==> src/sv/string_to_integer_parser_unit_defines.svh <==
// assertion macros shared by the parser modules
`ifndef STRING_TO_INTEGER_PARSER_UNIT_DEFINES_SVH
`define STRING_TO_INTEGER_PARSER_UNIT_DEFINES_SVH

`ifndef SYNTHESIS

// antecedent implies consequent in the same cycle
`define STIP_ASSERT_IMPLY(label, ante, cons) \
    label: assert property (@(posedge clk) disable iff (!rst_n) (ante) |-> (cons)) \
        else $error("stip assertion failed");

// condition must never be true
`define STIP_ASSERT_NEVER(label, expr) \
    label: assert property (@(posedge clk) disable iff (!rst_n) !(expr)) \
        else $error("stip assertion failed");

`else

`define STIP_ASSERT_IMPLY(label, ante, cons)
`define STIP_ASSERT_NEVER(label, expr)

`endif

`endif

==> src/sv/stip_pkg.sv <==
`default_nettype none

package stip_pkg;

    localparam int VALUE_WIDTH_DEF = 32;
    localparam int MAX_OFFSET_DEF  = 4095;
    localparam int QUEUE_DEPTH_DEF = 4;

    localparam int CH_W         = 8;
    localparam int RADIX_W      = 6;
    localparam int DIGIT_W      = 6;
    localparam int OUT_OFFSET_W = 12;

    localparam logic [RADIX_W-1:0] RADIX_RESET = 6'd10;
    localparam logic [DIGIT_W-1:0] NO_DIGIT    = 6'd63;

    // one classified character word
    typedef struct packed {
        logic                first;
        logic                is_space;
        logic                is_sign;
        logic                is_minus;
        logic                is_zero;
        logic                is_x;
        logic [DIGIT_W-1:0]  digit;
        logic [RADIX_W-1:0]  radix;
    } entry_t;

endpackage

`default_nettype wire

==> src/sv/stip_front.sv <==
`default_nettype none

module stip_front
(
    input  wire logic                               clk,
    input  wire logic                               rst_n,
    input  wire logic                               in_valid,
    output logic                                    in_ready,
    input  wire logic [stip_pkg::CH_W-1:0]          ch,
    input  wire logic                               first,
    input  wire logic                               cfg_valid,
    output logic                                    cfg_ready,
    input  wire logic [stip_pkg::RADIX_W-1:0]       radix,
    input  wire logic                               q_full,
    output logic                                    push,
    output stip_pkg::entry_t                        push_entry
);

    localparam logic [7:0] CH_TAB        = 8'd9;
    localparam logic [7:0] CH_CR         = 8'd13;
    localparam logic [7:0] CH_SPACE      = 8'd32;
    localparam logic [7:0] CH_PLUS       = 8'd43;
    localparam logic [7:0] CH_MINUS      = 8'd45;
    localparam logic [7:0] CH_0          = 8'd48;
    localparam logic [7:0] CH_9          = 8'd57;
    localparam logic [7:0] CH_UA         = 8'd65;
    localparam logic [7:0] CH_UZ         = 8'd90;
    localparam logic [7:0] CH_LA         = 8'd97;
    localparam logic [7:0] CH_LZ         = 8'd122;
    localparam logic [7:0] CH_UX         = 8'd88;
    localparam logic [7:0] CH_LX         = 8'd120;
    localparam logic [7:0] UPPER_BASE    = 8'd55;  // 'A' - 10
    localparam logic [7:0] LOWER_BASE    = 8'd87;  // 'a' - 10

    logic [stip_pkg::RADIX_W-1:0] radix_reg;
    logic [stip_pkg::RADIX_W-1:0] radix_next;
    logic [7:0]                   digit_full;

    assign cfg_ready = 1'b1;
    assign in_ready  = !q_full;
    assign push      = in_valid && in_ready;

    always_comb
    begin
        radix_next = radix_reg;
        if (cfg_valid)
        begin
            radix_next = radix;
        end
    end

    always_ff @(posedge clk or negedge rst_n)
    begin
        if (!rst_n)
        begin
            radix_reg <= stip_pkg::RADIX_RESET;
        end
        else
        begin
            radix_reg <= radix_next;
        end
    end

    // digit value of the character, no-digit code otherwise
    always_comb
    begin
        digit_full = {2'b00, stip_pkg::NO_DIGIT};
        if (ch >= CH_0 && ch <= CH_9)
        begin
            digit_full = ch - CH_0;
        end
        else if (ch >= CH_UA && ch <= CH_UZ)
        begin
            digit_full = ch - UPPER_BASE;
        end
        else if (ch >= CH_LA && ch <= CH_LZ)
        begin
            digit_full = ch - LOWER_BASE;
        end
    end

    always_comb
    begin
        push_entry.first    = first;
        push_entry.is_space = (ch == CH_SPACE) || (ch >= CH_TAB && ch <= CH_CR);
        push_entry.is_sign  = (ch == CH_PLUS) || (ch == CH_MINUS);
        push_entry.is_minus = (ch == CH_MINUS);
        push_entry.is_zero  = (ch == CH_0);
        push_entry.is_x     = (ch == CH_UX) || (ch == CH_LX);
        push_entry.digit    = digit_full[stip_pkg::DIGIT_W-1:0];
        push_entry.radix    = radix_reg;
    end

endmodule

`default_nettype wire

==> src/sv/stip_queue.sv <==
`default_nettype none

`include "string_to_integer_parser_unit_defines.svh"

module stip_queue
#(
    parameter int DEPTH = stip_pkg::QUEUE_DEPTH_DEF
)
(
    input  wire logic               clk,
    input  wire logic               rst_n,
    input  wire logic               push,
    input  wire stip_pkg::entry_t   push_entry,
    input  wire logic               pop,
    output stip_pkg::entry_t        head,
    output logic                    empty,
    output logic                    full
);

    localparam int PTR_W = (DEPTH > 1) ? $clog2(DEPTH) : 1;
    localparam int CNT_W = $clog2(DEPTH + 1);

    stip_pkg::entry_t mem_reg [DEPTH];
    logic [PTR_W-1:0] wr_ptr_reg;
    logic [PTR_W-1:0] wr_ptr_next;
    logic [PTR_W-1:0] rd_ptr_reg;
    logic [PTR_W-1:0] rd_ptr_next;
    logic [CNT_W-1:0] count_reg;
    logic [CNT_W-1:0] count_next;

    assign head  = mem_reg[rd_ptr_reg];
    assign empty = (count_reg == '0);
    assign full  = (count_reg == CNT_W'(DEPTH));

    always_comb
    begin
        wr_ptr_next = wr_ptr_reg;
        rd_ptr_next = rd_ptr_reg;
        count_next  = count_reg;
        if (push)
        begin
            wr_ptr_next = (wr_ptr_reg == PTR_W'(DEPTH - 1)) ? '0 : wr_ptr_reg + PTR_W'(1);
        end
        if (pop)
        begin
            rd_ptr_next = (rd_ptr_reg == PTR_W'(DEPTH - 1)) ? '0 : rd_ptr_reg + PTR_W'(1);
        end
        if (push && !pop)
        begin
            count_next = count_reg + CNT_W'(1);
        end
        else if (pop && !push)
        begin
            count_next = count_reg - CNT_W'(1);
        end
    end

    always_ff @(posedge clk or negedge rst_n)
    begin
        if (!rst_n)
        begin
            wr_ptr_reg <= '0;
            rd_ptr_reg <= '0;
            count_reg  <= '0;
        end
        else
        begin
            wr_ptr_reg <= wr_ptr_next;
            rd_ptr_reg <= rd_ptr_next;
            count_reg  <= count_next;
        end
    end

    always_ff @(posedge clk)
    begin
        if (push)
        begin
            mem_reg[wr_ptr_reg] <= push_entry;
        end
    end

    `STIP_ASSERT_NEVER(a_no_push_full, push && full)
    `STIP_ASSERT_NEVER(a_no_pop_empty, pop && empty)
    `STIP_ASSERT_IMPLY(a_ptr_match, empty || full, wr_ptr_reg == rd_ptr_reg)

endmodule

`default_nettype wire

==> src/sv/stip_back.sv <==
`default_nettype none

`include "string_to_integer_parser_unit_defines.svh"

module stip_back
#(
    parameter int VALUE_WIDTH = stip_pkg::VALUE_WIDTH_DEF,
    parameter int MAX_OFFSET  = stip_pkg::MAX_OFFSET_DEF
)
(
    input  wire logic                                   clk,
    input  wire logic                                   rst_n,
    input  wire stip_pkg::entry_t                       head,
    input  wire logic                                   q_empty,
    output logic                                        pop,
    output logic                                        out_valid,
    input  wire logic                                   out_ready,
    output logic signed [VALUE_WIDTH-1:0]               value,
    output logic [stip_pkg::OUT_OFFSET_W-1:0]           end_offset,
    output logic                                        overflow,
    output logic                                        got_digits
);

    localparam int OFFSET_W = $clog2(MAX_OFFSET + 1);
    localparam int EXT_W    = (OFFSET_W > stip_pkg::OUT_OFFSET_W) ? OFFSET_W
                                                                  : stip_pkg::OUT_OFFSET_W;
    localparam int PROD_W   = VALUE_WIDTH + 7;
    localparam int RW       = stip_pkg::RADIX_W;

    localparam logic [2:0] PH_IDLE   = 3'd0;
    localparam logic [2:0] PH_SPACE  = 3'd1;
    localparam logic [2:0] PH_SIGNED = 3'd2;
    localparam logic [2:0] PH_ZERO   = 3'd3;
    localparam logic [2:0] PH_HEXPFX = 3'd4;
    localparam logic [2:0] PH_DIGITS = 3'd5;

    localparam logic [RW-1:0] RADIX_AUTO = 6'd0;
    localparam logic [RW-1:0] RADIX_MIN  = 6'd2;
    localparam logic [RW-1:0] RADIX_MAX  = 6'd36;
    localparam logic [RW-1:0] RADIX_8    = 6'd8;
    localparam logic [RW-1:0] RADIX_10   = 6'd10;
    localparam logic [RW-1:0] RADIX_16   = 6'd16;

    localparam logic [VALUE_WIDTH-1:0] VAL_MIN = {1'b1, {(VALUE_WIDTH - 1){1'b0}}};
    localparam logic [VALUE_WIDTH-1:0] VAL_MAX = ~VAL_MIN;
    localparam logic [PROD_W-1:0]      HALF    = PROD_W'(VAL_MIN);
    localparam logic [OFFSET_W-1:0]    POS_MAX = OFFSET_W'(MAX_OFFSET);

    logic [2:0]              phase_reg;
    logic [2:0]              phase_next;
    logic                    neg_reg;
    logic                    neg_next;
    logic [VALUE_WIDTH-1:0]  acc_reg;
    logic [VALUE_WIDTH-1:0]  acc_next;
    logic                    ovf_reg;
    logic                    ovf_next;
    logic                    seen_reg;
    logic                    seen_next;
    logic [RW-1:0]           ar_reg;
    logic [RW-1:0]           ar_next;
    logic [OFFSET_W-1:0]     pos_reg;
    logic [OFFSET_W-1:0]     pos_next;

    logic                    out_valid_reg;
    logic                    out_valid_next;
    logic [VALUE_WIDTH-1:0]  value_reg;
    logic [VALUE_WIDTH-1:0]  value_next;
    logic [stip_pkg::OUT_OFFSET_W-1:0] end_reg;
    logic [stip_pkg::OUT_OFFSET_W-1:0] end_next;
    logic                    ovf_out_reg;
    logic                    ovf_out_next;
    logic                    got_reg;
    logic                    got_next;

    logic                    active;
    logic [2:0]              ph_cur;
    logic [OFFSET_W-1:0]     pos_cur;
    logic [OFFSET_W-1:0]     pos_prev;
    logic [RW-1:0]           ar_cur;
    logic [VALUE_WIDTH-1:0]  acc_cur;
    logic                    signed_path;
    logic                    digit_path;
    logic                    digit_ok;
    logic                    emit;
    logic [OFFSET_W-1:0]     emit_pos;
    logic [EXT_W-1:0]        pos_ext;
    logic [PROD_W-1:0]       prod;
    logic [PROD_W-1:0]       limit;

    assign pop        = !q_empty && (!out_valid_reg || out_ready);
    assign active     = head.first || (phase_reg != PH_IDLE);
    assign out_valid  = out_valid_reg;
    assign value      = value_reg;
    assign end_offset = end_reg;
    assign overflow   = ovf_out_reg;
    assign got_digits = got_reg;

    always_comb
    begin
        // a new string restarts the context in the same cycle
        ph_cur   = head.first ? PH_SPACE : phase_reg;
        ar_cur   = head.first ? head.radix : ar_reg;
        acc_cur  = head.first ? '0 : acc_reg;
        pos_prev = head.first ? '0 : pos_reg;
        pos_cur  = head.first ? '0 : ((pos_reg < POS_MAX) ? pos_reg + OFFSET_W'(1) : pos_reg);

        phase_next  = phase_reg;
        neg_next    = neg_reg;
        acc_next    = acc_reg;
        ovf_next    = ovf_reg;
        seen_next   = seen_reg;
        ar_next     = ar_reg;
        pos_next    = pos_reg;
        signed_path = 1'b0;
        digit_path  = 1'b0;
        digit_ok    = 1'b0;
        emit        = 1'b0;
        emit_pos    = pos_cur;
        prod        = '0;
        limit       = '0;

        if (pop && active)
        begin
            phase_next = ph_cur;
            neg_next   = head.first ? 1'b0 : neg_reg;
            acc_next   = acc_cur;
            ovf_next   = head.first ? 1'b0 : ovf_reg;
            seen_next  = head.first ? 1'b0 : seen_reg;
            ar_next    = ar_cur;
            pos_next   = pos_cur;

            case (ph_cur)
                PH_SPACE:
                begin
                    if (head.is_space)
                    begin
                        phase_next = PH_SPACE;
                    end
                    else if (head.is_sign)
                    begin
                        neg_next   = head.is_minus;
                        phase_next = PH_SIGNED;
                    end
                    else
                    begin
                        signed_path = 1'b1;
                    end
                end
                PH_SIGNED:
                begin
                    signed_path = 1'b1;
                end
                PH_ZERO:
                begin
                    if (head.is_x)
                    begin
                        phase_next = PH_HEXPFX;
                    end
                    else
                    begin
                        if (ar_cur == RADIX_AUTO)
                        begin
                            ar_next = RADIX_8;
                        end
                        phase_next = PH_DIGITS;
                        digit_path = 1'b1;
                    end
                end
                PH_HEXPFX:
                begin
                    ar_next    = RADIX_16;
                    phase_next = PH_DIGITS;
                    digit_path = 1'b1;
                    // a bare prefix ends at the x
                    emit_pos   = pos_prev;
                end
                PH_DIGITS:
                begin
                    digit_path = 1'b1;
                end
                default:
                begin
                    phase_next = PH_IDLE;
                end
            endcase

            if (signed_path)
            begin
                if (head.is_zero && (ar_cur == RADIX_AUTO || ar_cur == RADIX_16))
                begin
                    seen_next  = 1'b1;
                    phase_next = PH_ZERO;
                end
                else
                begin
                    if (ar_cur == RADIX_AUTO)
                    begin
                        ar_next = RADIX_10;
                    end
                    phase_next = PH_DIGITS;
                    digit_path = 1'b1;
                end
            end

            if (digit_path)
            begin
                digit_ok = (ar_next >= RADIX_MIN) && (ar_next <= RADIX_MAX)
                           && (head.digit < ar_next);
                if (digit_ok)
                begin
                    seen_next = 1'b1;
                    prod  = PROD_W'(acc_cur) * PROD_W'(ar_next) + PROD_W'(head.digit);
                    limit = neg_next ? HALF : HALF - PROD_W'(1);
                    if (ovf_next || prod > limit)
                    begin
                        ovf_next = 1'b1;
                    end
                    else
                    begin
                        acc_next = prod[VALUE_WIDTH-1:0];
                    end
                end
                else
                begin
                    emit       = 1'b1;
                    phase_next = PH_IDLE;
                end
            end
        end
    end

    assign pos_ext = EXT_W'(emit_pos);

    always_comb
    begin
        out_valid_next = out_valid_reg;
        value_next     = value_reg;
        end_next       = end_reg;
        ovf_out_next   = ovf_out_reg;
        got_next       = got_reg;
        if (emit)
        begin
            out_valid_next = 1'b1;
            if (!seen_next)
            begin
                value_next = '0;
            end
            else if (ovf_next)
            begin
                value_next = neg_next ? VAL_MIN : VAL_MAX;
            end
            else
            begin
                value_next = neg_next ? '0 - acc_next : acc_next;
            end
            end_next     = seen_next ? pos_ext[stip_pkg::OUT_OFFSET_W-1:0] : '0;
            ovf_out_next = ovf_next;
            got_next     = seen_next;
        end
        else if (out_ready)
        begin
            out_valid_next = 1'b0;
        end
    end

    always_ff @(posedge clk or negedge rst_n)
    begin
        if (!rst_n)
        begin
            phase_reg     <= PH_IDLE;
            neg_reg       <= 1'b0;
            acc_reg       <= '0;
            ovf_reg       <= 1'b0;
            seen_reg      <= 1'b0;
            ar_reg        <= stip_pkg::RADIX_RESET;
            pos_reg       <= '0;
            out_valid_reg <= 1'b0;
        end
        else
        begin
            phase_reg     <= phase_next;
            neg_reg       <= neg_next;
            acc_reg       <= acc_next;
            ovf_reg       <= ovf_next;
            seen_reg      <= seen_next;
            ar_reg        <= ar_next;
            pos_reg       <= pos_next;
            out_valid_reg <= out_valid_next;
        end
    end

    always_ff @(posedge clk)
    begin
        value_reg   <= value_next;
        end_reg     <= end_next;
        ovf_out_reg <= ovf_out_next;
        got_reg     <= got_next;
    end

    `STIP_ASSERT_IMPLY(a_no_digit_result, out_valid_reg && !got_reg, value_reg == '0 && end_reg == '0 && !ovf_out_reg)
    `STIP_ASSERT_IMPLY(a_ovf_saturated, out_valid_reg && ovf_out_reg, value_reg == VAL_MIN || value_reg == VAL_MAX)
    `STIP_ASSERT_IMPLY(a_acc_in_range, !ovf_reg, acc_reg <= VAL_MIN)

endmodule

`default_nettype wire

==> src/sv/string_to_integer_parser_unit.sv <==
// result path: the terminating character is written into the queue, popped by the back end
//   sequencer and then registered at the output; a held result stalls the pop
// throughput: one character word per cycle, unless a full queue or a held result stalls, set by
//   the combinational multiply-add and limit compare in the back end sequencer
// a queue (4 entries by default) between classifier and sequencer lets each side stall on its own
// reset: asynchronous, active low; radix returns to 10, parser idle, queue and output empty
`default_nettype none

module string_to_integer_parser_unit
#(
    parameter int VALUE_WIDTH = stip_pkg::VALUE_WIDTH_DEF,
    parameter int MAX_OFFSET  = stip_pkg::MAX_OFFSET_DEF,
    parameter int QUEUE_DEPTH = stip_pkg::QUEUE_DEPTH_DEF
)
(
    input  wire logic                               clk,
    input  wire logic                               rst_n,
    input  wire logic                               in_valid,
    output logic                                    in_ready,
    input  wire logic [stip_pkg::CH_W-1:0]          ch,
    input  wire logic                               first,
    input  wire logic                               cfg_valid,
    output logic                                    cfg_ready,
    input  wire logic [stip_pkg::RADIX_W-1:0]       radix,
    output logic                                    out_valid,
    input  wire logic                               out_ready,
    output logic signed [VALUE_WIDTH-1:0]           value,
    output logic [stip_pkg::OUT_OFFSET_W-1:0]       end_offset,
    output logic                                    overflow,
    output logic                                    got_digits
);

    stip_pkg::entry_t push_entry;
    stip_pkg::entry_t head;
    logic             push;
    logic             pop;
    logic             q_empty;
    logic             q_full;

    stip_front u_front
    (
        .clk        (clk),
        .rst_n      (rst_n),
        .in_valid   (in_valid),
        .in_ready   (in_ready),
        .ch         (ch),
        .first      (first),
        .cfg_valid  (cfg_valid),
        .cfg_ready  (cfg_ready),
        .radix      (radix),
        .q_full     (q_full),
        .push       (push),
        .push_entry (push_entry)
    );

    stip_queue
    #(
        .DEPTH (QUEUE_DEPTH)
    )
    u_queue
    (
        .clk        (clk),
        .rst_n      (rst_n),
        .push       (push),
        .push_entry (push_entry),
        .pop        (pop),
        .head       (head),
        .empty      (q_empty),
        .full       (q_full)
    );

    stip_back
    #(
        .VALUE_WIDTH (VALUE_WIDTH),
        .MAX_OFFSET  (MAX_OFFSET)
    )
    u_back
    (
        .clk        (clk),
        .rst_n      (rst_n),
        .head       (head),
        .q_empty    (q_empty),
        .pop        (pop),
        .out_valid  (out_valid),
        .out_ready  (out_ready),
        .value      (value),
        .end_offset (end_offset),
        .overflow   (overflow),
        .got_digits (got_digits)
    );

endmodule

`default_nettype wire

==> config.mk <==
export PLATFORM = sky130hd
export DESIGN_NAME = string_to_integer_parser_unit
export DESIGN_NICKNAME = d
export VERILOG_FILES = /design/src/sv/stip_pkg.sv /design/src/sv/stip_front.sv /design/src/sv/stip_queue.sv /design/src/sv/stip_back.sv /design/src/sv/string_to_integer_parser_unit.sv
export VERILOG_INCLUDE_DIRS = /design/src /design/src/sv
export SDC_FILE = /design/constraint.sdc
export NUM_CORES = 1
export LEC_CHECK = 0
export ABC_AREA = 1
export BUFFER_PORTS_ARGS = -buffer_cell sky130_fd_sc_hd__buf_2
export CAP_MARGIN = 20
export CORE_MARGIN = 2
export CORE_UTILIZATION = 49
export CTS_BUF_LIST = sky130_fd_sc_hd__clkbuf_4 sky130_fd_sc_hd__clkbuf_8
export CTS_CLUSTER_SIZE = 40
export DETAILED_ROUTE_END_ITERATION = 8
export PLACE_DENSITY_LB_ADDON = 0.12
export RECOVER_POWER = 25
export SYNTH_ARGS = -nofsm -noshare
export SYNTH_HDL_FRONTEND = slang
export SYNTH_SLANG_ARGS = --single-unit
==> constraint.sdc <==
create_clock -name clk -period 20.1 [get_ports clk]
set_input_delay 3.015 -clock clk [delete_from_list [all_inputs] [get_ports clk]]
set_output_delay 3.015 -clock clk [all_outputs]
set_load 0.005 [all_outputs]
# ---- Word-level counts from Yosys, hierarchy flattened
# Memories as Yosys holds them, arrays and structs flattened.
# Index checks and enable logic that the tools add are counted.
dict set report totals {
  ff_bits 116
  latchBits 0
  ramBits 72
  romBits 0
  inputBits 20
  output_inout_bits 49
  memories 1
}
# memory words width rd rd_clocked_by_memory_dff write_ports line_no
set mem_list {}
lappend mem_list {u_queue.mem_reg 4 18 1 0 1 stip_queue.sv:23} ;# stip_pkg::entry_t mem_reg [DEPTH];
dict set report op_classes {
  add_sub_neg 10
  mul 1
  div 0
  n_lt_le_gt_ge 13
  n_eq_ne 15
  n_shift 0
  muxes 71
  bitwise_logic 0
  reduce_logical 31
}
# op count
set op_table {}
lappend op_table {{$mux 32} 9}
lappend op_table {{$mux 12} 5}
lappend op_table {{$mux 6} 10}
lappend op_table {{$add 38x6->39} 1}
lappend op_table {{$gt 39x39->1} 1}
lappend op_table {{$mul 32x6->38} 1}
lappend op_table {{$eq 8x6->1 const B} 4}
lappend op_table {{$mux 1} 32}
lappend op_table {{$sub 1x32->32 const A} 1}
lappend op_table {{$mux 3} 9}
lappend op_table {{$eq 8x7->1 const B} 2}
lappend op_table {{$ge 8x7->1 const B} 2}
lappend op_table {{$le 8x7->1 const B} 2}
lappend op_table {{$add 12x1->12 const B} 1}
lappend op_table {{$logic_and 1x1->1} 12}
lappend op_table {{$lt 12x12->1 const B} 1}
lappend op_table {{$pmux 3 s4} 1}
lappend op_table {{$pmux 6 s2} 1}
lappend op_table {{$sub 6x6->6 const B} 2}
lappend op_table {{$eq 3x3->1 const B} 3}
lappend op_table {{$ge 8x4->1 const B} 1}
lappend op_table {{$ge 8x6->1 const B} 1}
lappend op_table {{$le 8x4->1 const B} 1}
lappend op_table {{$le 8x6->1 const B} 1}
lappend op_table {{other kinds (20)} 37}

# ---- Logic depth before layout (Yosys ltp)
# Gate-level depths: netlist of the first run.
# An unclocked memory read counts as a cell.
dict set report depth {
  depth_word 21
  ltp_mapped 64
}

# ---- Hierarchy
# Synthesis of the first run repeated with hierarchy kept, for this count alone.
dict set report unflattened {
  cells_unflattened 2431
  hier_area_um2 18465.2
}
# module n_inst cells_each area_each_um2 seq_area_each_um2
set by_module_without_submodules {}
lappend by_module_without_submodules {stip_back 1 2048 14347.5 2810.2}
lappend by_module_without_submodules {stip_queue 1 261 3325.7 2337.2}
lappend by_module_without_submodules {stip_front 1 122 792.0 152.6}

# ---- Least setup slack after synthesis of the first run
# Ideal clock, no wire load.
dict set report synth_timing {
  path_type {register -> register}
  start {register u_queue.rd_ptr_reg[0]}
  end {register u_back.value_reg[26] (netlist: u_back.value[26]) (data pin)}
  t_arrival_ps 8017
  required_ps 19845
  path_slack_ps 11828
  stages_incl_launch_ff 55
  n_path_buf 3
  path_cell_list {dfrtp_1 -> buf_6 -> nand2_2 -> nand3_1 -> nand2_2 -> buf_6 -> nand2_1 -> nand2_1 -> nor2_1 -> nand4_1 -> nand2_1 -> a21oi_4 -> clkinv_1 -> nand2_1 -> fa_1 -> fa_1 -> inv_1 -> fa_1 -> [19 not listed] -> a21oi_1 -> inv_1 -> nand3_1 -> clkbuf_1 -> o21ai_0 -> nand3_1 -> nand2_1 -> inv_1 -> ha_1 -> inv_1 -> nor2_1 -> inv_1 -> nor2_1 -> nand3_1 -> inv_2 -> nand3_1 -> a21oi_1 -> nor2_1}
}
dict set report synth_between {
  elab_chain_cells 21
}
# element line_no
set synth_rtl {}
lappend synth_rtl {{start, declared} stip_queue.sv:26} ;# logic [PTR_W-1:0] rd_ptr_reg;
lappend synth_rtl {{start signal, assigned} stip_queue.sv:69} ;# rd_ptr_reg <= rd_ptr_next;
lappend synth_rtl {{$mem_v2 4x18 (*)} n/a}
lappend synth_rtl {{$mux 6} stip_back.sv:102} ;# ar_cur = head.first ? head.radix : ar_reg;
lappend synth_rtl {{$logic_not 6->1} {stip_back.sv:161, stip_back.sv:189, stip_back.sv:196}}
lappend synth_rtl {{$mux 6} stip_back.sv:161} ;# if (ar_cur == RADIX_AUTO)
lappend synth_rtl {{$mux 6} stip_back.sv:155} ;# if (head.is_x)
lappend synth_rtl {{$pmux 6 s2} stip_back.sv:132} ;# case (ph_cur)
lappend synth_rtl {{$mux 6} stip_back.sv:196} ;# if (ar_cur == RADIX_AUTO)
lappend synth_rtl {{$mux 6} stip_back.sv:189} ;# if (head.is_zero && (ar_cur == RADIX_AUTO || ar_cur == RADIX_16))
lappend synth_rtl {{[6 not listed]} n/a}
lappend synth_rtl {{$mux 32} stip_back.sv:214} ;# if (ovf_next || prod > limit)
lappend synth_rtl {{$mux 32} stip_back.sv:209} ;# if (digit_ok)
lappend synth_rtl {{$mux 32} stip_back.sv:205} ;# if (digit_path)
lappend synth_rtl {{$mux 32 (*)} stip_back.sv:122} ;# if (pop && active)
lappend synth_rtl {{net u_back.acc_next[1]} stip_back.sv:54} ;# logic [VALUE_WIDTH-1:0] acc_next;
lappend synth_rtl {{$sub 1x32->32 (*)} stip_back.sv:254} ;# value_next = neg_next ? '0 - acc_next : acc_next;
lappend synth_rtl {{$mux 32 (*)} stip_back.sv:254}
lappend synth_rtl {{$mux 32 (*)} stip_back.sv:248} ;# else if (ovf_next)
lappend synth_rtl {{end signal, assigned} stip_back.sv:294} ;# value_reg <= value_next;
lappend synth_rtl {{end, declared} stip_back.sv:66} ;# logic [VALUE_WIDTH-1:0] value_reg;
# The timed path passes the listed nets; every way through them passes the cells marked *. The select of a mux whose other input is x is not followed.
# A chain may end at the register's enable or synchronous reset.

# ---- Worst setup path after layout of the first run
dict set report layout_timing {
  start {register u_queue.rd_ptr_reg[1]}
  end {register u_back.value_reg[22] (netlist: u_back.value[22]) (data pin)}
}
# The elaborated chain is that of the path after synthesis.

==> metrics list, run 1 <==
- Maximum operating frequency: about 0.085 GHz
* Via count: about 16000
* Switching part of the total: 0.580
- Net Sw Power: 1.94 mW
* Part of the total power dissipated in the clock network: 0.080
- The net count of the finished layout is ~2700.
- Counting stages on the worst path, the most repeated cell is sky130_fd_sc_hd__nand2_1.
- Distinct cell type count of the synthesized netlist: 52
* First-pass iteration count of the detailed router: 6
- Setup Buffers After CTS: 0
* Wire length of the first global-routing pass: 81000 microns
* Post-Syn Area: 18100 sq um
- Of the cells placed in the final design, the portion with a size suffix greater than 1 is 0.0726.
- Combined buffer and inverter count along the critical path: 10
- DR WL/cell: 17.1 microns
- The worst path in the final design needs a cycle of 11.78 ns, including I/O delays and setup.
* Final estimated routing congestion in global placement: 0.913
- H-tree depth: 4
- 0 antenna diodes ended up in the layout.
- Sum of net half-perimeters after detailed placement: 38900 microns
- Num CTS Buffers: 17
- Count of antenna-violating nets left after detailed routing: 0
- CTS sink count: 188
- Primary FF master, synth: sky130_fd_sc_hd__edfxtp_1
* Count of final hold-check violations: 0
- Worst endpoint required time: 20.36 ns
- Counting cells, the worst reg-to-reg path comes to 55.
* Library cell with the highest instance count after synthesis: sky130_fd_sc_hd__nand2_1
- Count of hold-fix buffers inserted at cts: 0
- At the pin with the least slew margin, the transition time is 4.03 ns.
- Min-Delay Path Class: reg -> reg
- Setup violations remaining at the end of the flow were counted as 0.
- The die is 196 microns tall.
* P_int: 1.40 mW
- Across the VDD grid, the largest voltage drop is roughly 0.00012 V.
- Core Rows: 70
- CTS tree: built
- DRC violations left: 0
- Via count normalized by instance count: 5.41
- Slowest stage cell, crit path: sky130_fd_sc_hd__nand2_2
* Combined global-route utilization of all metal layers: 0.266
- Measured against its own limit, the worst slew margin works out to -1.68.
* Sequential group share of total power: 0.191
- Count of flip-flops with a built-in enable after synthesis: 118
* Post-synth top area share: 0.196
- Final-layout fill cell count: 3610
* Clk_skew: roughly 0.022 ns
- The startpoint identified for the worst register-to-register timing path is u_queue.rd_ptr_reg[1].
- After synthesis, the share of flip-flops with an asynchronous set or reset is 0.372.
- 69 I/O pins were placed.
- # port buffers: 67
- The share of total power dissipated in combinational logic is 0.729.
- Horizontal die dimension: 196 microns
- Depth of the critical timing path with buffers and inverters included: 55
* Worst setup startpoint: u_queue.rd_ptr_reg[1]
- The worst setup path is of the reg -> reg kind.
* Initial DRC Count: around 1100
* Antenna violations before repair: 0
- Pwr/cell area: 173 nW/um^2
- Root Buffer Master: sky130_fd_sc_hd__clkbuf_8
- Synthesized area per cell: 7.54 sq um
- The finished cells cover just under 20000 sq um.
- Summing all placed instances gives a cell area of 18900 sq um.
- Synthesis Warnings: 0
- The clock passes through at most 2 buffers.
- STA classifies the critical path startpoint as a flop.
* Number of max-cap violations: 1
- The region available for standard cell placement spans 36500 sq um.
* Period Utilization, post-route: 0.586
- Wires add up to 49800 microns.
- Signal arrival time at the worst endpoint: 12.04 ns
- Clock input transition at the sequential cells of the worst setup and hold paths: 0.11 ns
- The initial utilization of the core area, before any placement, comes to 0.496.
* Max-slew violations: ~70
- The register with the most flip-flops in the layout has 72 of them.
- The die covers 38500 sq um.
- Largest stage delay, worst path: 0.73 ns
- Count of mapped cells out of synthesis: 2402
* Largest net degree at the start of global routing: 71
- Flops & latches, synth: 188
* Status: finished with violations
- CP Capture Type: flop
* Top cells by area in the synthesized netlist: sky130_fd_sc_hd__edfxtp_1 20%, sky130_fd_sc_hd__fa_1 14%, sky130_fd_sc_hd__nand2_1 13%
- Global routing finished with a remaining overflow of 0.
* Cells resized by post-CTS repair: 0
- For this design the static power due to leakage is 9.96 nW.
* Terminus of the critical flop-to-flop path: u_back.value[22]
- Post-layout utilization of the core: 0.529
* Net Count, Synth: 2688
- Unrepaired setup endpoints after global routing: false
- The clock reaches the later pin of the worst-skew pair after 0.50 ns.
- Sequential share of the synthesized area: 0.293
* Crit path max fanout: 49
* Area growth from synthesis to layout: 6.54%
- The via count of the first global-routing pass is 15738.
* Family of cells with the greatest summed delay on the critical path: simple AND/OR/NAND/NOR gates
* Yosys top cell by area: sky130_fd_sc_hd__edfxtp_1
- Leading cell types by count after synthesis: 631 x sky130_fd_sc_hd__nand2_1, 362 x sky130_fd_sc_hd__inv_1, 325 x sky130_fd_sc_hd__nor2_1, 141 x sky130_fd_sc_hd__ha_1, 125 x sky130_fd_sc_hd__fa_1
* R2r setup slk: 8.32 ns
* Final TNS setup: 0 ns
- Depth of the worst hold-timing path: 2
- Failing checks: max-capacitance violations, max-slew violations
- Critical path destination: u_back.value[22]
## worst min-delay path by stage
stage | to | start | slack [ns]
2_1_floorplan | u_back.ar_reg[4] | u_back.ar_reg[4] | 0.45
3_3_place_gp | u_back.ar_reg[5] | u_back.ar_reg[5] | 0.48
3_5_place_dp | u_back.ar_reg[4] | u_back.ar_reg[4] | 0.48
4_1_cts | u_back.ar_reg[4] | u_back.ar_reg[4] | 0.51
5_1_grt | u_back.ar_reg[4] | u_back.ar_reg[4] | 0.54
6_report | u_back.ar_reg[4] | u_back.ar_reg[4] | 0.51
## routing by layer
layer	up-vias	share of wire	global-route usage
met5	-	0	0
li1	7701	-	-
met2	431	0.50	0.478
met4	0	0.033	0.0982
met3	89	0.047	0.0340
met1	7567	0.42	0.325
## final cells by class
| cell class | count | area (sq um) | area share |
|---|---|---|---|
| Clock inverter | 15 | 200 | 0.0104 |
| Clock buffer | 17 | 234 | 0.0121 |
| Timing Repair Buffer | 83 | 463 | 0.0240 |
| Multi-Input combinational cell | 1768 | 11100 | 0.575 |
| Inverter | 380 | 1430 | 0.0739 |
| Sequential cell | 188 | 5300 | 0.275 |
| Tap cell | 468 | 586 | 0.0303 |
## metrics by stage
stage                     setup WS (ns)  std cells  total power, mW  hold WS (ns)
after floorplan                   11.83       2402             2.32         0.453
after global placement             8.71       2885             3.00         0.477
after detailed placement           8.38       2885             3.03         0.479
after CTS                          8.34       2917             3.31         0.507
after global routing               7.08       2919             3.68         0.539
final                              8.32       2919             3.34         0.507
## worst register-to-register path, delay by kind of cell (launching register included)
kind / cells / cell delay (ns)
AOI/OAI and AO/OA: 7 / 1.62
xor gates and xnor gates: 1 / 0.19
adders and majority gates: 7 / 2.84
buffers and inverters: 10 / 1.78
DFF: 1 / 0.61
and+or+nand+nor: 30 / 4.48
## power groups by stage
stage	clock [mW]	combinational (mW)	sequential (mW)
global placement	0	2.36	0.643
global route	0.285	2.75	0.649
finish	0.267	2.43	0.636
floorplan	0	1.68	0.643
detailed placement	0	2.39	0.645
CTS	0.273	2.40	0.636
## cell families after synthesis
family,after synthesis,share of synthesized area
simple gates,1175,0.268
compound gates,284,0.0868
xor+xnor,36,0.0174
other cells,1,0.000207
flops,188,0.293
buf+inv,446,0.0963
mux,6,0.00373
fa+ha+maj,266,0.235
## cell usage in the layout, fill, tap and decap left out, types with 17 or more instances in the layout
cell	instances
sky130_fd_sc_hd__nor2_1	324
sky130_fd_sc_hd__nand2_1	631
sky130_fd_sc_hd__inv_1	362
sky130_fd_sc_hd__dfrtp_1	66
sky130_fd_sc_hd__o21ai_1	20
sky130_fd_sc_hd__xor2_1	24
sky130_fd_sc_hd__buf_2	63
sky130_fd_sc_hd__a21oi_1	95
sky130_fd_sc_hd__fa_1	125
sky130_fd_sc_hd__clkbuf_8	17
sky130_fd_sc_hd__ha_1	141
sky130_fd_sc_hd__nand3_1	116
sky130_fd_sc_hd__edfxtp_1	118
sky130_fd_sc_hd__o21ai_0	110
sky130_fd_sc_hd__nand4_1	28
(Power assumes the default switching activity.)
==> run 2: changes to the inputs <==
--- a/config.mk
+++ b/config.mk
@@ -6,7 +6,7 @@
 export SDC_FILE = /design/constraint.sdc
 export NUM_CORES = 1
 export LEC_CHECK = 0
-export ABC_AREA = 1
+export ABC_AREA = 0
 export BUFFER_PORTS_ARGS = -buffer_cell sky130_fd_sc_hd__buf_2
 export CAP_MARGIN = 20
 export CORE_MARGIN = 2
==> constraint.sdc (replaced) <==
create_clock -name clk -period 10.41 [get_ports clk]
set_input_delay 1.5615 -clock clk [delete_from_list [all_inputs] [get_ports clk]]
set_output_delay 1.5615 -clock clk [all_outputs]
set_load 0.005 [all_outputs]
==> run 2 against run 1 <==
The flow still finishes with violations (max-capacitance violations, max-slew violations). Sequential power rose by 82%. First-iteration DRC count decreased by 1.3%. Via count shrank 6.9%. Global-route usage is 0.95 points higher. Maximum frequency grew 16%. Area after synthesis down 4.4%. Non-clock buffer count rose by 101. Sequential cell count did not move. Cell count down 16%. Combinational power grew 29%. Worst hold slack gained 0.0096 ns. Worst setup slack lost 8.0 ns. Critical path type unchanged. Highest routed layer unchanged.
==> metrics list, run 2 <==
- STA classifies the critical path endpoint as a flop.
* Clk_skew: 0.0139 ns
- Number of nets in the layout: 2267
- # port buffers: between 60 and 70
- H-tree depth: 4
* Total wirelength of the detailed-routed design: 50200 microns
- In the post-route analysis, the smallest setup slack over all paths is 0.280 ns.
* Floorplan Core Area: 34700 sq um
* Root Buffer Master: sky130_fd_sc_hd__clkbuf_8
* Primary FF master, synth: sky130_fd_sc_hd__edfxtp_1
- CTS sink count: 188
- For this run the aggregate overflow at the end of global routing stands at 0.
- Crit path kind: reg -> reg
- Distinct cell type count of the synthesized netlist: 91
- Summed over all instances, the cell type with the most area after synthesis is sky130_fd_sc_hd__edfxtp_1.
- Pre-CTS setup slack: -0.0997 ns
- At the end of routability-driven placement, the weighted congestion stood at 0.938.
- The die covers 36900 sq um.
- Clock input transition at the sequential cells of the worst setup and hold paths: between 0.1 and 0.15 ns
* Leading cell types by count after synthesis: 224 x sky130_fd_sc_hd__nor2_1, 199 x sky130_fd_sc_hd__nand2_1, 169 x sky130_fd_sc_hd__inv_1, 141 x sky130_fd_sc_hd__ha_1, 125 x sky130_fd_sc_hd__fa_1
* Min-Delay Path Class: reg -> reg
- The final reports fail on max-capacitance violations, max-slew violations.
- Most common cell after layout, fill and taps aside: sky130_fd_sc_hd__nor2_1
* Post-synth top area share: 0.204
* Flops & latches, synth: 188
* Status: finished with violations
- Largest stage delay, worst path: ~0.53 ns
* Maximum operating frequency: between 0.09 and 0.1 GHz
- After detailed routing, the number of remaining DRC violations is 0.
- The via count of the first global-routing pass was 14531.
* Vertical die dimension: 192 microns
* Antenna violations before repair: 0
* Synthesis Warnings: 0
- Worst Max-Slew Pin Slew: 4.10 ns
- TritonCTS built the clock tree.
* Startpoint kind of the worst setup timing path: flop
- Unrepaired setup endpoints after global routing: true
- Final-layout fill cell count: 3117
- Before antenna repair, the detailed router went through 6 iterations.
- Share of final-layout standard cells stronger than drive strength 1: 0.174
* Signal arrival time at the worst endpoint: 10.46 ns
- In this run the mean area of a mapped cell was about 9.3 sq um.
- Via count normalized by instance count: ~6
- Sum of net half-perimeters after detailed placement: 38900 microns
- Total of endpoints with negative setup slack in the final report: 0
* Highest-count cells in the layout ignoring fill and taps: 220 x sky130_fd_sc_hd__nor2_1, 196 x sky130_fd_sc_hd__nand2_1, 165 x sky130_fd_sc_hd__inv_1, 126 x sky130_fd_sc_hd__ha_1, 125 x sky130_fd_sc_hd__fa_1
* Wire length of the first global-routing pass: about 78000 microns
* Maximum vdd ir drop: 0.000238 V
- Count of flip-flops with a built-in enable after synthesis: 118
- The floorplan has approximately 70 rows.
* Count of mapped cells out of synthesis: 1867
- Of the available clock period, the critical path in the final layout requires 0.973.
* Number of max-cap violations: 1
* Worst endpoint required time: 10.74 ns
- The smallest clock period supported by the final layout is computed as between 10 and 15 ns.
- Summed over all cells, the static leakage comes to 8.87 nW.
- Share of async-settable or async-resettable flops after synthesis: 0.372
* Area growth from synthesis to layout: 14.2%
* Via count: around 15000
- Sequential share of the synthesized area: 0.306
* Final TNS setup: 0 ns
- Horizontal die dimension: just under 200 microns
* Deepest clock path buffer count: 2
- At the later pin of the worst-skew pair, clock insertion delay measures 0.49 ns.
- For this configuration, the core starts out at a cell density of 0.499.
- Of all nets on the critical path, the largest fanout is 12.
* Library cell with the highest instance count after synthesis: sky130_fd_sc_hd__nor2_1
* Count of final hold-check violations: 0
- The final number of max-transition violations is 71.
* Worst-case headroom to the max-slew limit: -1.74
* Initial DRC Count: 1127
- Dividing total power by cell area gives a power density of 244 nW/um^2.
- The count of nets left with antenna violations once routing finished came out at 0.
- After synthesis, the cell types taking the most area are sky130_fd_sc_hd__edfxtp_1 20%, sky130_fd_sc_hd__fa_1 14%, sky130_fd_sc_hd__ha_1 10%.
* Largest net degree at the start of global routing: between 70 and 80
* Net Count, Synth: 2153
* Total I/O pin count: 69
- The cell area that synthesis handed to floorplanning was 17300 sq um.
* Num CTS Buffers: 17
- The slowest stage of the critical path is the sky130_fd_sc_hd__fa_1 cell.
* Combined global-route utilization of all metal layers: 0.275
* Count of hold-fix buffers inserted at cts: 0
- DR WL/cell: between 20 and 25 microns
- Count of antenna diodes in the layout: 0
- The register with the most flip-flops in the layout has 72 of them.
-- run 2: final timing paths --
kind | cells past startpoint | slack [ns] | from | endpoint
setup / recovery | 42 | 0.28 | u_queue.rd_ptr_reg[0] | u_back.value[22]
hold / removal | 1 | 0.52 | u_queue.count_reg[2] | u_queue.count_reg[2]
setup reg to reg | 42 | 0.28 | u_queue.rd_ptr_reg[0] | u_back.value[22]
hold reg to reg | 1 | 0.52 | u_queue.count_reg[2] | u_queue.count_reg[2]
max in group asynchronous | 1 | 5.35 | rst_n | u_queue.rd_ptr_reg[0]
min in group asynchronous | 1 | 2.48 | rst_n | u_back.pos_reg[11]
-- run 2: per-layer routing --
layer / vias to the layer above / global-route usage / share of wire / wire, microns
met1: 7307 / 0.344 / 0.41 / 20700
met4: 0 / 0.105 / 0.038 / 1890
li1: 6813 / - / - / -
met2: 472 / 0.491 / 0.51 / 25500
met3: 113 / 0.0270 / 0.042 / 2100
met5: - / 0 / 0 / 0
-- run 2: where the power goes --
| group | switching, mW | leakage [nW] | internal [mW] |
|---|---|---|---|
| clock | 0.312 | 0.213 | 0.207 |
| combinational | 1.99 | 6.66 | 1.15 |
| sequential | 0.0996 | 1.99 | 1.06 |
| total | 2.41 | 8.87 | 2.42 |
-- run 2: cell type report --
cell class / instances / area, sq um / share of cell area
flip-flops and latches: 188 / 5300 / 0.268
multi-input cells: 1418 / 11500 / 0.583
clock inverters: 15 / 198 / 0.00999
clock buffers: 17 / 234 / 0.0118
well taps: 455 / 569 / 0.0288
inverters: 172 / 656 / 0.0331
repair buffers: 184 / 1300 / 0.0657
-- run 2: cell families after synthesis --
kind of cell | count (synthesis) | share of synthesized area
AND/OR/NAND/NOR | 677 | 0.182
other | 1 | 0.000216
adder cells (fa/ha/maj) | 266 | 0.246
XOR/XNOR | 45 | 0.0227
multiplexers | 40 | 0.0374
buffers and inverters | 261 | 0.0588
flip-flops | 188 | 0.306
AO/OA/AOI/OAI | 389 | 0.147
-- run 2: critical path: cells and delay by family (launching register included) --
family | cells | cell delay, ns
multiplexers | 1 | 0.51
AND/OR/NAND/NOR | 13 | 2.75
flip-flops | 1 | 0.44
buffers and inverters | 6 | 0.74
XOR/XNOR | 1 | 0.26
adder cells (fa/ha/maj) | 7 | 2.67
AO/OA/AOI/OAI | 14 | 2.58
-- run 2: metrics by stage --
| stage | utilization | std cells | hold slack (ns) | power [mW] | area, sq um |
|---|---|---|---|---|---|
| floorplan | - | 1867 | 0.465 | 2.96 | 17400 |
| global placement | 0.538 | 2394 | 0.481 | 3.95 | 18700 |
| detailed placement | 0.538 | 2394 | 0.493 | 4.00 | 18700 |
| CTS | 0.551 | 2429 | 0.510 | 4.54 | 19100 |
| global route | 0.570 | 2449 | 0.547 | 5.17 | 19800 |
| finish | 0.570 | 2449 | 0.516 | 4.82 | 19800 |
-- run 2: timing repair --
item | in CTS | in global routing
gates cloned | 0 | 2
setup endpoints to repair | 11 | 32
pin swaps | 4 | 32
setup buffers | 3 | 18
resized for setup | 5 | 99
==> run 3: changes to the inputs <==
--- a/config.mk
+++ b/config.mk
@@ -7,7 +7,7 @@
 export NUM_CORES = 1
 export LEC_CHECK = 0
 export ABC_AREA = 0
-export BUFFER_PORTS_ARGS = -buffer_cell sky130_fd_sc_hd__buf_2
+export BUFFER_PORTS_ARGS = -buffer_cell sky130_fd_sc_hd__clkbuf_2
 export CAP_MARGIN = 20
 export CORE_MARGIN = 2
 export CORE_UTILIZATION = 49
==> run 3 against run 2 <==
Die area unchanged. Worst setup slack improved by 0.10 ns. Wire length decreased by 0.41%. The flow still finishes with violations (max-capacitance violations, max-slew violations). Utilization decreased by 0.20 points. Cell area decreased by 0.35%. Maximum frequency increased by 1.0%. Power decreased by 1.4%.
==> metrics list, run 3 (same netlist as run 2, synthesis figures left out) <==
* Floorplan Core Area: 34700 sq um
* Worst-case headroom to the max-slew limit: -1.68
* Count of antenna diodes in the layout: 0
- The path class of the tightest hold or removal check is reg -> reg.
* Slowest stage cell, crit path: sky130_fd_sc_hd__fa_1
- Most common cell after layout, fill and taps aside: sky130_fd_sc_hd__nor2_1
- CTS built an H-tree with a depth of 4.
* Count of final hold-check violations: 0
- First-pass iteration count of the detailed router: 5
- Maximum operating frequency: 0.0997 GHz
* Cell Area, Placed: 18700 sq um
- Combined buffer and inverter count along the critical path: 10
- Max-slew violations: 71
- Counting the fill cells in the layout gives 3109.
- The clock passes through at most 2 buffers.
* CTS tree: built
* Worst Max-Slew Pin Slew: roughly 4.0 ns
- Entering global routing, the biggest net connects 81 pins.
- Initial Util: 0.499
* Worst-Skew Late Latency: 0.50 ns
- The finished cells cover 19700 sq um.
- The first global-routing pass estimated 78300 microns of wire.
- FF/Latch Area: 5300 sq um
- The tree is rooted in a sky130_fd_sc_hd__clkbuf_8.
- Clock skew on the completed layout was measured at between 0.01 and 0.015 ns.
* Pwr/cell area: around 240 nW/um^2
- The floorplan step defined a die boundary enclosing 36900 sq um.
- The floorplan step set the die height to 192 microns.
- The worst setup path is of the reg -> reg kind.
- Max reg flops: 72
* Antenna violations before repair: 0
* Signal arrival time at the worst endpoint: 10.37 ns
- In the routed design, unresolved DRC markers number 0.
* Unrepaired setup endpoints after global routing: true
- Dividing the detail-routed via count by the number of cells gives 6.00.
* Status: finished with violations
* Maximum vdd ir drop: 0.000246 V
- In this run, the number of DRC markers left after iteration 0 of detailed routing was 1088.
* Area growth from synthesis to layout: 13.8%
- The congestion estimate from routability-driven global placement came to around 0.95.
- The count of nets left with antenna violations once routing finished came out at 0.
- Total wirelength of the detailed-routed design: 50000 microns
* CP Capture Type: flop
- The via count of the first global-routing pass was ~15000.
* Number of nets in the layout: 2264
* Post-layout minimum cycle time: between 10 and 15 ns
- Combined global-route utilization of all metal layers: 0.275
- For this block, the via count after detailed routing is between 10000 and 15000.
* Multi-input logic area: 11500 sq um
- Dividing the final minimum period by the clock period gives 0.963.
- Number of max-cap violations: 1
- Setup violations remaining at the end of the flow were counted as 0.
- Residual overflow from global routing: 0
* CTS sink count: about 190
* DR WL/cell: 20.4 microns
- For this run, the slowest stage of the critical path takes 0.55 ns.
- R2r setup slk: 0.38 ns
- In this run the worst path has a maximum fanout of 6.
- The number of hold buffers added after CTS was 0.
* Share of final-layout standard cells stronger than drive strength 1: 0.170
- Broken down by cell family, the worst path's largest delay share belongs to adder cells.
- Horizontal die dimension: 192 microns
- Startpoint kind of the worst setup timing path: flop
- The checks that failed: max-capacitance violations, max-slew violations.
* Num CTS Buffers: 17
- Sum of net half-perimeters after detailed placement: 38900 microns
* Power consumption: between 4 and 5 mW
* P_leak: 8.84 nW
* # port buffers: 67
* Highest-count cells in the layout ignoring fill and taps: 215 x sky130_fd_sc_hd__nor2_1, 197 x sky130_fd_sc_hd__nand2_1, 167 x sky130_fd_sc_hd__inv_1, 128 x sky130_fd_sc_hd__ha_1, 124 x sky130_fd_sc_hd__fa_1
- For this design the top-level I/O count stands at 69.
* Core Rows: 68
- Worst endpoint required time: roughly 11 ns
- Clock input transition at the sequential cells of the worst setup and hold paths: 0.11 ns
run 3: cell count changes in the layout (fill, tap and decap cells not counted), moves of 3 or more:
| cell | previous run | this run |
|---|---|---|
| sky130_fd_sc_hd__inv_12 | 1 | 4 |
| sky130_fd_sc_hd__clkbuf_2 | 0 | 63 |
| sky130_fd_sc_hd__nor2_1 | 220 | 215 |
| sky130_fd_sc_hd__o21ai_1 | 3 | 6 |
| sky130_fd_sc_hd__nor2_2 | 3 | 8 |
| sky130_fd_sc_hd__buf_2 | 63 | 0 |
run 3: metrics by stage:
stage / hold WS (ns) / TNS, ns / instances / util / setup slack (ns)
after floorplan: 0.465 / 0 / 1867 / - / 0.0258
after global placement: 0.490 / 0 / 2395 / 0.538 / 0.143
after detailed placement: 0.487 / -0.0299 / 2395 / 0.538 / -0.0299
after CTS: 0.506 / 0 / 2428 / 0.551 / 0.0126
after global routing: 0.541 / -0.894 / 2446 / 0.568 / -0.142
final: 0.505 / 0 / 2446 / 0.568 / 0.383
run 3: path summary, 6_finish.rpt:
check | from | depth (start not counted) | end
setup / recovery | u_queue.rd_ptr_reg[0] | 42 | u_back.value[22]
hold / removal | u_queue.count_reg[2] | 1 | u_queue.count_reg[2]
setup reg to reg | u_queue.rd_ptr_reg[0] | 42 | u_back.value[22]
hold reg to reg | u_queue.count_reg[2] | 1 | u_queue.count_reg[2]
max in group asynchronous | rst_n | 1 | u_queue.rd_ptr_reg[0]
min in group asynchronous | rst_n | 1 | u_back.pos_reg[1]
run 3: power breakdown:
part / switching (mW) / total, mW / internal, mW
Clock: 0.338 / 0.532 / 0.194
Combinational: 1.95 / 3.06 / 1.11
Sequential: 0.104 / 1.16 / 1.06
run 3: final cells by class:
| class | instances | area share |
|---|---|---|
| Clock buffer | 17 | 0.0119 |
| Tap cell | 455 | 0.0289 |
| Timing Repair Buffer | 181 | 0.0646 |
| Clock inverter | 15 | 0.0104 |
| Inverter | 172 | 0.0331 |
| Sequential cell | 188 | 0.269 |
| Multi-Input combinational cell | 1418 | 0.582 |
run 3: timing repair:
action	in CTS	in global routing
buffers inserted	1	17
cloned	0	1
pin swaps	1	35
setup endpoints to repair	3	32
gates resized for setup	3	89
run 3: metal layers:
metal / track usage / vias to the layer above / share of wire
met5: 0 / - / 0
met4: 0.117 / 0 / 0.041
met2: 0.482 / 461 / 0.51
met3: 0.0428 / 113 / 0.048
li1: - / 6809 / -
met1: 0.338 / 7296 / 0.40
